===== config.mk =====
export PLATFORM = sky130hd
export DESIGN_NAME = gripper_grab_sequencer_flat
export DESIGN_NICKNAME = d
export VERILOG_FILES = /design/src/rtl/ggs_pkg.sv /design/src/rtl/ggs_tick_if.sv /design/src/rtl/ggs_result_if.sv /design/src/rtl/ggs_core.sv /design/src/rtl/gripper_grab_sequencer.sv /design/src/flat_wrapper.sv
export SDC_FILE = /design/constraint.sdc
export NUM_CORES = 1
export LEC_CHECK = 0
export ABC_AREA = 1
export ABC_CLOCK_PERIOD_IN_PS = 8600
export BUFFER_PORTS_ARGS = -buffer_cell sky130_fd_sc_hd__buf_2
export CORE_ASPECT_RATIO = 0.9
export CORE_UTILIZATION = 52
export DETAILED_ROUTE_END_ITERATION = 7
export PLACE_DENSITY = 0.72
export SKIP_CTS_REPAIR_TIMING = 1
export SYNTH_ARGS = -nofsm -noshare
export SYNTH_HDL_FRONTEND = slang
export SYNTH_SLANG_ARGS = --single-unit

===== constraint.sdc =====
create_clock -name clk -period 8.6 [get_ports clk]
set_input_delay 0.43 -clock clk [delete_from_list [all_inputs] [get_ports clk]]
set_output_delay 0.43 -clock clk [all_outputs]
set_load 0.005 [all_outputs]

===== src/rtl/ggs_pkg.sv =====
// Package for the gripper grab sequencer.
// Holds the state codes, register indexes, reset values and shared structs.
// No dependencies.
package ggs_pkg;

    // configuration port geometry
    localparam int unsigned CFG_DATA_W = 16;
    localparam int unsigned CFG_IDX_W  = 3;
    localparam int unsigned TIME_W     = 32;

    // register reset values
    localparam logic [15:0] CLOSE_DELAY_RST      = 16'd20;
    localparam logic [15:0] PRESENT_DEBOUNCE_RST = 16'd20;
    localparam logic [15:0] ABSENT_DEBOUNCE_RST  = 16'd200;
    localparam logic [15:0] GRAB_COOLDOWN_RST    = 16'd0;
    localparam logic        AUTO_GRAB_RST        = 1'b0;

    // register indexes on the configuration port
    typedef enum logic [CFG_IDX_W-1:0] {
        REG_CLOSE_DELAY      = 3'd0,
        REG_PRESENT_DEBOUNCE = 3'd1,
        REG_ABSENT_DEBOUNCE  = 3'd2,
        REG_GRAB_COOLDOWN    = 3'd3,
        REG_AUTO_GRAB        = 3'd4
    } ggs_reg_idx_t;

    // sequencer states
    typedef enum logic [1:0] {
        ST_IDLE = 2'd0,
        ST_WAIT = 2'd1,
        ST_HOLD = 2'd2
    } ggs_state_t;

    // switch level that means an object sits in the gripper
    localparam logic LEVEL_PRESENT = 1'b0;
    localparam logic LEVEL_ABSENT  = 1'b1;

    typedef struct packed {
        logic [15:0] clamp_settle_ms;
        logic [15:0] present_debounce_ms;
        logic [15:0] absent_debounce_ms;
        logic [15:0] regrab_gap_ms;
        logic        auto_grab_enable;
    } ggs_cfg_t;

    typedef struct packed {
        logic [TIME_W-1:0] now_ms;
        logic              switch_level;
    } ggs_tick_t;

    typedef struct packed {
        logic       clamp_close;
        logic       servo_upright;
        logic [1:0] fsm_state_out;
        logic       present_raw;
        logic       present_confirmed;
        logic       absent_confirmed;
    } ggs_result_t;

endpackage


===== src/rtl/ggs_tick_if.sv =====
// Input channel of the gripper grab sequencer: one control tick per beat.
// Carries valid, ready and the tick payload. No dependencies.
interface ggs_tick_if;
    logic        valid;
    logic        ready;
    logic [31:0] now_ms;
    logic        switch_level;

    modport source (output valid, output now_ms, output switch_level, input ready);
    modport sink   (input valid, input now_ms, input switch_level, output ready);
endinterface


===== src/rtl/ggs_result_if.sv =====
// Output channel of the gripper grab sequencer: one result per beat.
// Carries valid, ready and the result payload. No dependencies.
interface ggs_result_if;
    logic       valid;
    logic       ready;
    logic       clamp_close;
    logic       servo_upright;
    logic [1:0] fsm_state_out;
    logic       present_raw;
    logic       present_confirmed;
    logic       absent_confirmed;

    modport source (
        output valid, output clamp_close, output servo_upright, output fsm_state_out,
        output present_raw, output present_confirmed, output absent_confirmed,
        input ready
    );
    modport sink (
        input valid, input clamp_close, input servo_upright, input fsm_state_out,
        input present_raw, input present_confirmed, input absent_confirmed,
        output ready
    );
endinterface


===== src/rtl/ggs_core.sv =====
// Tick logic of the gripper grab sequencer: level filter, debounce and
// grab state machine with their registers. Depends on ggs_pkg.
module ggs_core (
    input  logic                clk,
    input  logic                rst_n,
    input  logic                step,
    input  ggs_pkg::ggs_tick_t  tick,
    input  ggs_pkg::ggs_cfg_t   cfg,
    output ggs_pkg::ggs_result_t res
);
    import ggs_pkg::*;

    ggs_state_t        state_reg, state_next;
    logic              held_level_reg, held_level_next;
    logic [TIME_W-1:0] level_since_ms_reg, level_since_ms_next;
    logic [TIME_W-1:0] close_start_ms_reg, close_start_ms_next;
    logic [TIME_W-1:0] last_grab_ms_reg, last_grab_ms_next;
    logic              clamp_reg, clamp_next;
    logic              servo_reg, servo_next;

    logic [TIME_W-1:0] held_age;
    logic [TIME_W-1:0] grab_age;
    logic [TIME_W-1:0] close_age;
    logic              present;
    logic              absent;
    logic              cooldown_ok;
    logic              delay_done;

    // level filter: restart the hold timer on any change of level
    always_comb
    begin
        if (tick.switch_level != held_level_reg)
        begin
            held_level_next     = tick.switch_level;
            level_since_ms_next = tick.now_ms;
        end
        else
        begin
            held_level_next     = held_level_reg;
            level_since_ms_next = level_since_ms_reg;
        end
    end

    // debounce and timer compares, all differences wrap
    assign held_age    = tick.now_ms - level_since_ms_next;
    assign grab_age    = tick.now_ms - last_grab_ms_reg;
    assign close_age   = tick.now_ms - close_start_ms_reg;
    assign present     = (held_level_next == LEVEL_PRESENT) &&
                         (held_age >= {16'd0, cfg.present_debounce_ms});
    assign absent      = (held_level_next == LEVEL_ABSENT) &&
                         (held_age >= {16'd0, cfg.absent_debounce_ms});
    assign cooldown_ok = grab_age >= {16'd0, cfg.regrab_gap_ms};
    assign delay_done  = close_age >= {16'd0, cfg.clamp_settle_ms};

    // grab sequence next state and drives
    always_comb
    begin
        state_next          = state_reg;
        close_start_ms_next = close_start_ms_reg;
        last_grab_ms_next   = last_grab_ms_reg;
        clamp_next          = clamp_reg;
        servo_next          = servo_reg;
        unique case (state_reg)
            ST_IDLE:
            begin
                servo_next = 1'b0;
                clamp_next = 1'b0;
                if (cfg.auto_grab_enable && present && cooldown_ok)
                begin
                    last_grab_ms_next   = tick.now_ms;
                    close_start_ms_next = tick.now_ms;
                    clamp_next          = 1'b1;
                    state_next          = ST_WAIT;
                end
            end
            ST_WAIT:
            begin
                clamp_next = 1'b1;
                if (absent)
                begin
                    clamp_next = 1'b0;
                    state_next = ST_IDLE;
                end
                else if (delay_done)
                begin
                    if (present)
                    begin
                        servo_next = 1'b1;
                        state_next = ST_HOLD;
                    end
                    else
                    begin
                        clamp_next = 1'b0;
                        state_next = ST_IDLE;
                    end
                end
            end
            ST_HOLD:
            begin
                servo_next = 1'b1;
                clamp_next = 1'b1;
                if (absent)
                begin
                    clamp_next = 1'b0;
                    state_next = ST_IDLE;
                end
            end
            default:
            begin
                state_next = ST_IDLE;
                servo_next = 1'b0;
                clamp_next = 1'b0;
            end
        endcase
    end

    // sequencer registers, advanced once per tick
    always_ff @(posedge clk or negedge rst_n)
    begin
        if (!rst_n)
        begin
            state_reg          <= ST_IDLE;
            held_level_reg     <= LEVEL_ABSENT;
            level_since_ms_reg <= '0;
            close_start_ms_reg <= '0;
            last_grab_ms_reg   <= '0;
            clamp_reg          <= 1'b0;
            servo_reg          <= 1'b0;
        end
        else if (step)
        begin
            state_reg          <= state_next;
            held_level_reg     <= held_level_next;
            level_since_ms_reg <= level_since_ms_next;
            close_start_ms_reg <= close_start_ms_next;
            last_grab_ms_reg   <= last_grab_ms_next;
            clamp_reg          <= clamp_next;
            servo_reg          <= servo_next;
        end
    end

    // result of this tick
    always_comb
    begin
        res.clamp_close       = clamp_next;
        res.servo_upright     = servo_next;
        res.fsm_state_out     = state_next;
        res.present_raw       = (tick.switch_level == LEVEL_PRESENT);
        res.present_confirmed = present;
        res.absent_confirmed  = absent;
    end

endmodule


===== src/rtl/gripper_grab_sequencer.sv =====
// Gripper grab sequencer: one control tick in, one result beat out. Each
// tick beat carries a millisecond timestamp and the raw presence switch
// level (low = object present); the result gives clamp and servo drive,
// the sequencer state and the debounced presence and absence flags. The
// block takes one tick per clock cycle while the sink takes results: a tick
// is captured in the input register, runs through the filter and state
// machine when the output register is free and lands in it, which holds
// it until the sink takes it while the next tick is already captured. The
// configuration registers are written through cfg_we/cfg_index/cfg_data and
// should only change while no tick is in flight; indexes past the last
// register are ignored. Depends on ggs_pkg, ggs_tick_if, ggs_result_if and
// ggs_core.
module gripper_grab_sequencer (
    input  logic                                  clk,
    input  logic                                  rst_n,
    input  logic                                  cfg_we,
    input  logic [ggs_pkg::CFG_IDX_W-1:0]         cfg_index,
    input  logic [ggs_pkg::CFG_DATA_W-1:0]        cfg_data,
    ggs_tick_if.sink                              in_ch,
    ggs_result_if.source                          out_ch
);
    import ggs_pkg::*;

    ggs_cfg_t    cfg_reg;
    ggs_tick_t   in_data_reg;
    logic        in_valid_reg, in_valid_next;
    ggs_result_t out_data_reg;
    logic        out_valid_reg, out_valid_next;
    ggs_result_t core_res;

    logic in_beat;
    logic out_free;
    logic advance;

    // configuration registers
    always_ff @(posedge clk or negedge rst_n)
    begin
        if (!rst_n)
        begin
            cfg_reg.clamp_settle_ms     <= CLOSE_DELAY_RST;
            cfg_reg.present_debounce_ms <= PRESENT_DEBOUNCE_RST;
            cfg_reg.absent_debounce_ms  <= ABSENT_DEBOUNCE_RST;
            cfg_reg.regrab_gap_ms       <= GRAB_COOLDOWN_RST;
            cfg_reg.auto_grab_enable    <= AUTO_GRAB_RST;
        end
        else if (cfg_we)
        begin
            unique case (ggs_reg_idx_t'(cfg_index))
                REG_CLOSE_DELAY:      cfg_reg.clamp_settle_ms     <= cfg_data;
                REG_PRESENT_DEBOUNCE: cfg_reg.present_debounce_ms <= cfg_data;
                REG_ABSENT_DEBOUNCE:  cfg_reg.absent_debounce_ms  <= cfg_data;
                REG_GRAB_COOLDOWN:    cfg_reg.regrab_gap_ms       <= cfg_data;
                REG_AUTO_GRAB:        cfg_reg.auto_grab_enable    <= cfg_data[0];
                default:              ;
            endcase
        end
    end

    // pipeline handshake: the input stage moves when the output slot is free
    assign out_free     = !out_valid_reg || out_ch.ready;
    assign advance      = in_valid_reg && out_free;
    assign in_ch.ready  = !in_valid_reg || out_free;
    assign in_beat      = in_ch.valid && in_ch.ready;

    always_comb
    begin
        in_valid_next = in_valid_reg;
        if (in_beat)
            in_valid_next = 1'b1;
        else if (advance)
            in_valid_next = 1'b0;

        out_valid_next = out_valid_reg;
        if (advance)
            out_valid_next = 1'b1;
        else if (out_ch.ready)
            out_valid_next = 1'b0;
    end

    always_ff @(posedge clk or negedge rst_n)
    begin
        if (!rst_n)
        begin
            in_valid_reg  <= 1'b0;
            out_valid_reg <= 1'b0;
        end
        else
        begin
            in_valid_reg  <= in_valid_next;
            out_valid_reg <= out_valid_next;
        end
    end

    // input register
    always_ff @(posedge clk)
    begin
        if (in_beat)
        begin
            in_data_reg.now_ms       <= in_ch.now_ms;
            in_data_reg.switch_level <= in_ch.switch_level;
        end
    end

    // tick logic and sequencer state
    ggs_core u_core (
        .clk   (clk),
        .rst_n (rst_n),
        .step  (advance),
        .tick  (in_data_reg),
        .cfg   (cfg_reg),
        .res   (core_res)
    );

    // output register
    always_ff @(posedge clk)
    begin
        if (advance)
            out_data_reg <= core_res;
    end

    // result beat
    assign out_ch.valid             = out_valid_reg;
    assign out_ch.clamp_close       = out_data_reg.clamp_close;
    assign out_ch.servo_upright     = out_data_reg.servo_upright;
    assign out_ch.fsm_state_out     = out_data_reg.fsm_state_out;
    assign out_ch.present_raw       = out_data_reg.present_raw;
    assign out_ch.present_confirmed = out_data_reg.present_confirmed;
    assign out_ch.absent_confirmed  = out_data_reg.absent_confirmed;

endmodule


===== src/flat_wrapper.sv =====
// flat-port wrapper written by rule: the top's interface ports become plain ports
module gripper_grab_sequencer_flat import ggs_pkg::*;
  (clk, rst_n, cfg_we, cfg_index, cfg_data, in_ch_valid, in_ch_now_ms, in_ch_switch_level, in_ch_ready, out_ch_valid, out_ch_clamp_close, out_ch_servo_upright, out_ch_fsm_state_out, out_ch_present_raw, out_ch_present_confirmed, out_ch_absent_confirmed, out_ch_ready);
  ggs_tick_if in_ch_i ();
  ggs_result_if out_ch_i ();
  input  logic clk;
  input  logic rst_n;
  input  logic cfg_we;
  input  logic [ggs_pkg::CFG_IDX_W-1:0] cfg_index;
  input  logic [ggs_pkg::CFG_DATA_W-1:0] cfg_data;
  input wire logic [$bits(in_ch_i.valid)-1:0] in_ch_valid;
  input wire logic [$bits(in_ch_i.now_ms)-1:0] in_ch_now_ms;
  input wire logic [$bits(in_ch_i.switch_level)-1:0] in_ch_switch_level;
  output wire logic [$bits(in_ch_i.ready)-1:0] in_ch_ready;
  output wire logic [$bits(out_ch_i.valid)-1:0] out_ch_valid;
  output wire logic [$bits(out_ch_i.clamp_close)-1:0] out_ch_clamp_close;
  output wire logic [$bits(out_ch_i.servo_upright)-1:0] out_ch_servo_upright;
  output wire logic [$bits(out_ch_i.fsm_state_out)-1:0] out_ch_fsm_state_out;
  output wire logic [$bits(out_ch_i.present_raw)-1:0] out_ch_present_raw;
  output wire logic [$bits(out_ch_i.present_confirmed)-1:0] out_ch_present_confirmed;
  output wire logic [$bits(out_ch_i.absent_confirmed)-1:0] out_ch_absent_confirmed;
  input wire logic [$bits(out_ch_i.ready)-1:0] out_ch_ready;
  assign in_ch_i.valid = in_ch_valid;
  assign in_ch_i.now_ms = in_ch_now_ms;
  assign in_ch_i.switch_level = in_ch_switch_level;
  assign in_ch_ready = in_ch_i.ready;
  assign out_ch_valid = out_ch_i.valid;
  assign out_ch_clamp_close = out_ch_i.clamp_close;
  assign out_ch_servo_upright = out_ch_i.servo_upright;
  assign out_ch_fsm_state_out = out_ch_i.fsm_state_out;
  assign out_ch_present_raw = out_ch_i.present_raw;
  assign out_ch_present_confirmed = out_ch_i.present_confirmed;
  assign out_ch_absent_confirmed = out_ch_i.absent_confirmed;
  assign out_ch_i.ready = out_ch_ready;
  gripper_grab_sequencer u_core (.clk(clk), .rst_n(rst_n), .cfg_we(cfg_we), .cfg_index(cfg_index), .cfg_data(cfg_data), .in_ch(in_ch_i), .out_ch(out_ch_i));
endmodule

Word level (Yosys, flattened, before mapping):

Cells that the tools add are included.

* register bits: 175
* input port bits: 57

* $add $sub $neg: 2
* magnitude comparators: 4
* equal/unequal tests: 7
* multiplexer cells: 22
* bitwise logic cells: 2
* reductions and logical operators: 20

Operator list (count)
* 32-bit by 16-bit >= comparator with 1-bit output: 4
* 32-bit subtractor: 2
* 32-bit 2-to-1 mux: 1
* 1-bit 2-to-1 mux: 13
* 2-bit 2-to-1 mux: 5
* 2-bit AND reduction: 5
* 3-bit by 2-bit == test with 1-bit output, second input constant: 2
* 1-bit logical AND: 6
* 2-bit one-hot mux with 3 select lines: 1
* 2-bit nonzero test: 2
* 3-bit by 1-bit == test with 1-bit output, second input constant: 1
* 3-bit == test, second input constant: 1
* 3-bit zero test: 1
* 1-bit one-hot mux with 3 select lines: 1
* 3-bit AND reduction: 1
* 2-bit by 1-bit == test with 1-bit output, second input constant: 1
* 2-bit == test, second input constant: 1
* 1-bit zero test: 2
* 2-bit zero test: 1
* 1-bit logical OR: 2
* 1-bit inverter: 2
* 1-bit one-hot mux with 2 select lines: 1
* 1-bit inequality test: 1

Depth between registers and ports, before layout:

* depth in word-level cells: 9
* depth in mapped cells: 33

Cells and area by module:

Synthesis repeated with hierarchy kept, for this count alone.

* cells, all modules: 1894
* area, all modules: 13728.2 um^2

Modules (own cells, without submodules)
* ggs_core: instances 1, cells each 1551, area each 9799.4 um^2, sequential area each 1702.9 um^2
* gripper_grab_sequencer: instances 1, cells each 343, area each 3928.8 um^2, sequential area each 2886.5 um^2

Worst setup path before layout:

Ideal clock, no wire load.

* kind: register to register
* from: register u_core.u_core.held_level_reg
* to: register u_core.u_core.last_grab_ms_reg[31]
* data arrival time: 4.125 ns
* data required time: 8.482 ns
* path slack: 4.357 ns
* cell stages (with the launch flop): 31
* buffers on the path: 6
* period minus slack after synthesis: 4.243 ns
* cells stage by stage: dfstp_2 inv_1 ha_1 buf_6 buf_6 clkbuf_1 inv_1 clkbuf_1 nand2_1 o21ai_0 ha_1 inv_1 o21ai_0 nand2_1 nand2_1 inv_1 nand2_1 inv_2 nand2_2 xor2_1 ha_1 a21oi_1 o21ai_0 nor2_1 nand3_2 nand4_2 nor2_2 nand2_2 buf_6 buf_6 o21ai_2

* longest elaborated chain between the ends: 8
* elaborated cells on any way between the ends: 10

RTL lines
* start: declaration: RTL line ggs_core.sv:14 `logic held_level_reg, held_level_next;`
* start signal: assignment: RTL line ggs_core.sv:133 `held_level_reg <= held_level_next;`
* 1-bit inequality test: RTL line ggs_core.sv:32 `if (tick.switch_level != held_level_reg)`
* 32-bit 2-to-1 mux: RTL line ggs_core.sv:32
* 32-bit subtractor: RTL line ggs_core.sv:45 `assign held_age = tick.now_ms - level_since_ms_next;`
* 32-bit by 16-bit >= comparator with 1-bit output: RTL line ggs_core.sv:49 `(held_age >= {16'd0, cfg.present_debounce_ms});`
* 1-bit logical AND *: RTL line ggs_core.sv:48 `assign present = (held_level_next == LEVEL_PRESENT) &&`
* 1-bit logical AND * (2 in series): RTL line ggs_core.sv:68 `if (cfg.auto_grab_enable && present && cooldown_ok)`
* 3-bit AND reduction (no line) *
* end signal: assignment: RTL line ggs_core.sv:136 `last_grab_ms_reg <= last_grab_ms_next;`
* end: declaration: RTL line ggs_core.sv:17 `logic [TIME_W-1:0] last_grab_ms_reg, last_grab_ms_next;`

Every way passes the cells marked *; elsewhere a longest branch is shown, timed or not.
A chain may end at the register's enable or synchronous reset.

Worst setup path in the final report:

* from: register u_core.u_core.held_level_reg
* to: register u_core.u_core.last_grab_ms_reg[2]

Same word-level chain as after synthesis.

==> impl_results.md <==
* Status: complete, but fails checks
* Failing checks: hold timing
* Max cap viols at 0
* Slew Limit Fails at 0
* Port buffer count at 65
* Worst-case reg-to-reg path depth at 25
* Critical Path RT at 8870 ps
* R2r startpoint: u_core.u_core.held_level_reg$_DFFE_PN1P_
* TritonCTS buffer count at 17
* Leak pwr at 7.205 nW
* Number of synthesized flops with an enable pin at 40
* Antenna diodes at 0
* Root Driver: clkbuf_16
* Layout overhead on the synthesized area at 8.631%
* Max Clk Rate at 0.1782 GHz
* CTS Sinks at 175
* First DRT Iteration DRCs at 1,084
* Share of the synthesized area in the top cell type at 24.72%
* Global-route wire length before repair at 55,060 um
* Post-layout power at 5.526 mW
* Syn_nets at 1,944
* Clk buf depth at 2
* Max reg flops at 65
* Critical path type: reg2reg
* Via-per-instance ratio at 5.403
* Final hold slack at -22.53 ps
* Layout Cells excl Fill at 2,139
* CP startpoint kind: flop
* Crit share post-route at 65.26%
* Post-synth top area cell: dfrtp_1
* Top cells by area, synth: dfrtp_1, nand2_1, ha_1
* Gate Count Post-Synth at 1,764
* Fin area at 13,970 um2
* Core area at 24,260 um2
* Most frequent cell after synthesis: nand2_1
* Initial antenna violation count at 1
* Placed Area at 13,410 um2
* Post-DRT Antenna Nets at 0
* Max Clock Skew at 14.54 ps
* Max_slew headroom at 26.30%
* Final TNS setup at 0 ps
* Fraction of registers with async set/reset at 77.14%
* DR pass1 iterations at 6
* Seq/Total Area, Yosys at 35.69%
* R2R setup slack at 2990 ps
* H-tree depth at 4
* Clock latency at the later pin of the worst-skew pair at 440 ps
* CTS clock-pin slew for the worst setup and hold paths at 70 ps
* Remaining global-route overflow at 0
* Setup crit end kind: flop
* Vias in the first global route at 10,671
* Share of layout cells above drive strength 1 at 9.175%
* RSZ-0062 raised after global routing: no
* Top cells by count, synth: nand2_1, inv_1, o21ai_0
* Crit Path Max Fanout at 65
* Wirelength per Cell at 16.14 um
* Unique cell type count in the Yosys netlist at 41
* Mean area per synthesized cell at 7.289 um2
* Synth warn at 0
* Core Rows at 54
* Die Ht at 151.2 um
* Starting Density at 53.01%
* Pwr Density at 395.6 nW/um2
* Die Footprint at 25,360 um2
* Placed insts at 2,107
* Final nets at 1,998
* Final hold vios at 5
* Die Wd at 167.8 um
* Dominant synthesized flop cell: dfrtp_1
* Vias at 11,556
* Shortest period the worst path allows at 5613 ps
* R2R Path End: u_core.u_core.last_grab_ms_reg[2]$_DFFE_PN0P_
* Filler instances at 2,263
* Worst Path Arrival at 5880 ps
* Hold Crit Class: in2async
* DRC errors left at 0
* Pin count of the biggest net entering global routing at 71
* Mapped Area at 12,860 um2
* Max VDD drop at 0.0001820 V
* GRT Overall Usage at 28.24%
* Io pins at 66
* CTS tree: done
* RePlAce Congestion at 0.9595
* Final WL at 34,520 um
* Post-DP HPWL at 27,320 um
* Slew @ Worst Pin at 1104 ps
* Synth Register Bits at 175
* Final setup viols at 0
-- routing by layer --
metal | vias to the layer above | GRT usage (%) | share of wire (%)
met5 | - | 0 | 0
met4 | 0 | 8.761 | 2.1
met3 | 51 | 4.285 | 5.8
met2 | 331 | 42.60 | 42
met1 | 5348 | 41.53 | 50
li1 | 5826 | - | -
-- critical path, cell delays in order, from the launching register on --
cell and delay [ps]:
dfstp_2 540, inv_1 50, ha_1 280, buf_4 270, inv_1 830, o21ai_0 250, ha_1 400, inv_1 70
o21ai_0 230, nand2_1 80, nand2_1 80, inv_1 50, nand2_1 90, inv_2 40, nand2_2 70, xor2_1 260
ha_1 320, a21oi_1 150, o21ai_0 90, nor2_1 130, nand3_2 140, nand4_2 120, nor2_2 50, nand2_2 50
buf_4 580, o21ai_0 210
-- stage by stage --
step,hold slack [ps],utilization [%],worst slack (ps)
after floorplan,134.4,-,4357
after global placement,457.0,55.29,3200
after detailed placement,459.1,55.29,3067
after CTS,-0.9135,57.58,3068
after global routing,17.05,57.58,2491
final,-22.53,57.58,2987
-- cells in the final DEF (no fill, tap or decap), types with 2 or more instances in the layout --
cell,instances
o211ai_1,11
clkbuf_16,17
o21a_1,8
ha_1,122
nor2_1,106
nor2_2,9
nor3_1,25
nand2_2,11
inv_6,4
xor2_1,24
clkbuf_8,2
o21ai_1,8
inv_2,3
xnor2_1,10
edfxtp_1,40
nand4_1,20
o21ai_2,21
o2111ai_1,2
buf_2,64
nand3b_1,13
nand3_1,67
buf_4,5
nand2_1,500
nor4_1,2
nand3_2,13
clkinv_2,3
o21bai_1,4
inv_8,3
a21oi_1,103
a211oi_1,3
inv_1,290
a21o_1,6
dfstp_2,8
dfrtp_1,127
a21boi_0,3
o21ai_0,162
-- area by class of cell --
cell class,count,area (um2),area share (%)
clock inverter,12,98.84,0.7077
sequential,175,4589,32.86
inverter,293,1100,7.874
multi-input combinational,1261,6968,49.89
timing repair buffer,70,369.1,2.643
tap,308,385.4,2.759
clock buffer,20,456.7,3.270
-- kinds of logic after synthesis --
kind of cell               count (synthesis)  share of synthesized area [%]
buffers and inverters                    328                          10.11
and+or+nand+nor                          768                          25.27
DFF                                      175                          35.69
AOI/OAI and AO/OA                        336                          14.58
xor gates and xnor gates                  34                          2.316
adders and majority gates                123                          12.03
-- worst max-delay path by stage --
stage | startpoint | to
floorplan | u_core.u_core.held_level_reg$_DFFE_PN1P_ | u_core.u_core.last_grab_ms_reg[31]$_DFFE_PN0P_
global placement | u_core.u_core.held_level_reg$_DFFE_PN1P_ | u_core.u_core.state_reg[0]$_DFFE_PN0P_
detailed placement | u_core.u_core.held_level_reg$_DFFE_PN1P_ | u_core.u_core.last_grab_ms_reg[25]$_DFFE_PN0P_
CTS | u_core.u_core.held_level_reg$_DFFE_PN1P_ | u_core.u_core.last_grab_ms_reg[27]$_DFFE_PN0P_
global route | u_core.u_core.held_level_reg$_DFFE_PN1P_ | u_core.u_core.last_grab_ms_reg[31]$_DFFE_PN0P_
finish | u_core.u_core.held_level_reg$_DFFE_PN1P_ | u_core.u_core.last_grab_ms_reg[2]$_DFFE_PN0P_
-- power breakdown --
group	switching [mW]	internal [mW]	total [mW]
clock	0.360	0.394	0.754
sequential	0.141	1.09	1.23
combinational	2.27	1.27	3.54
total	2.77	2.76	5.53
Power figures use the tool's default switching activity.
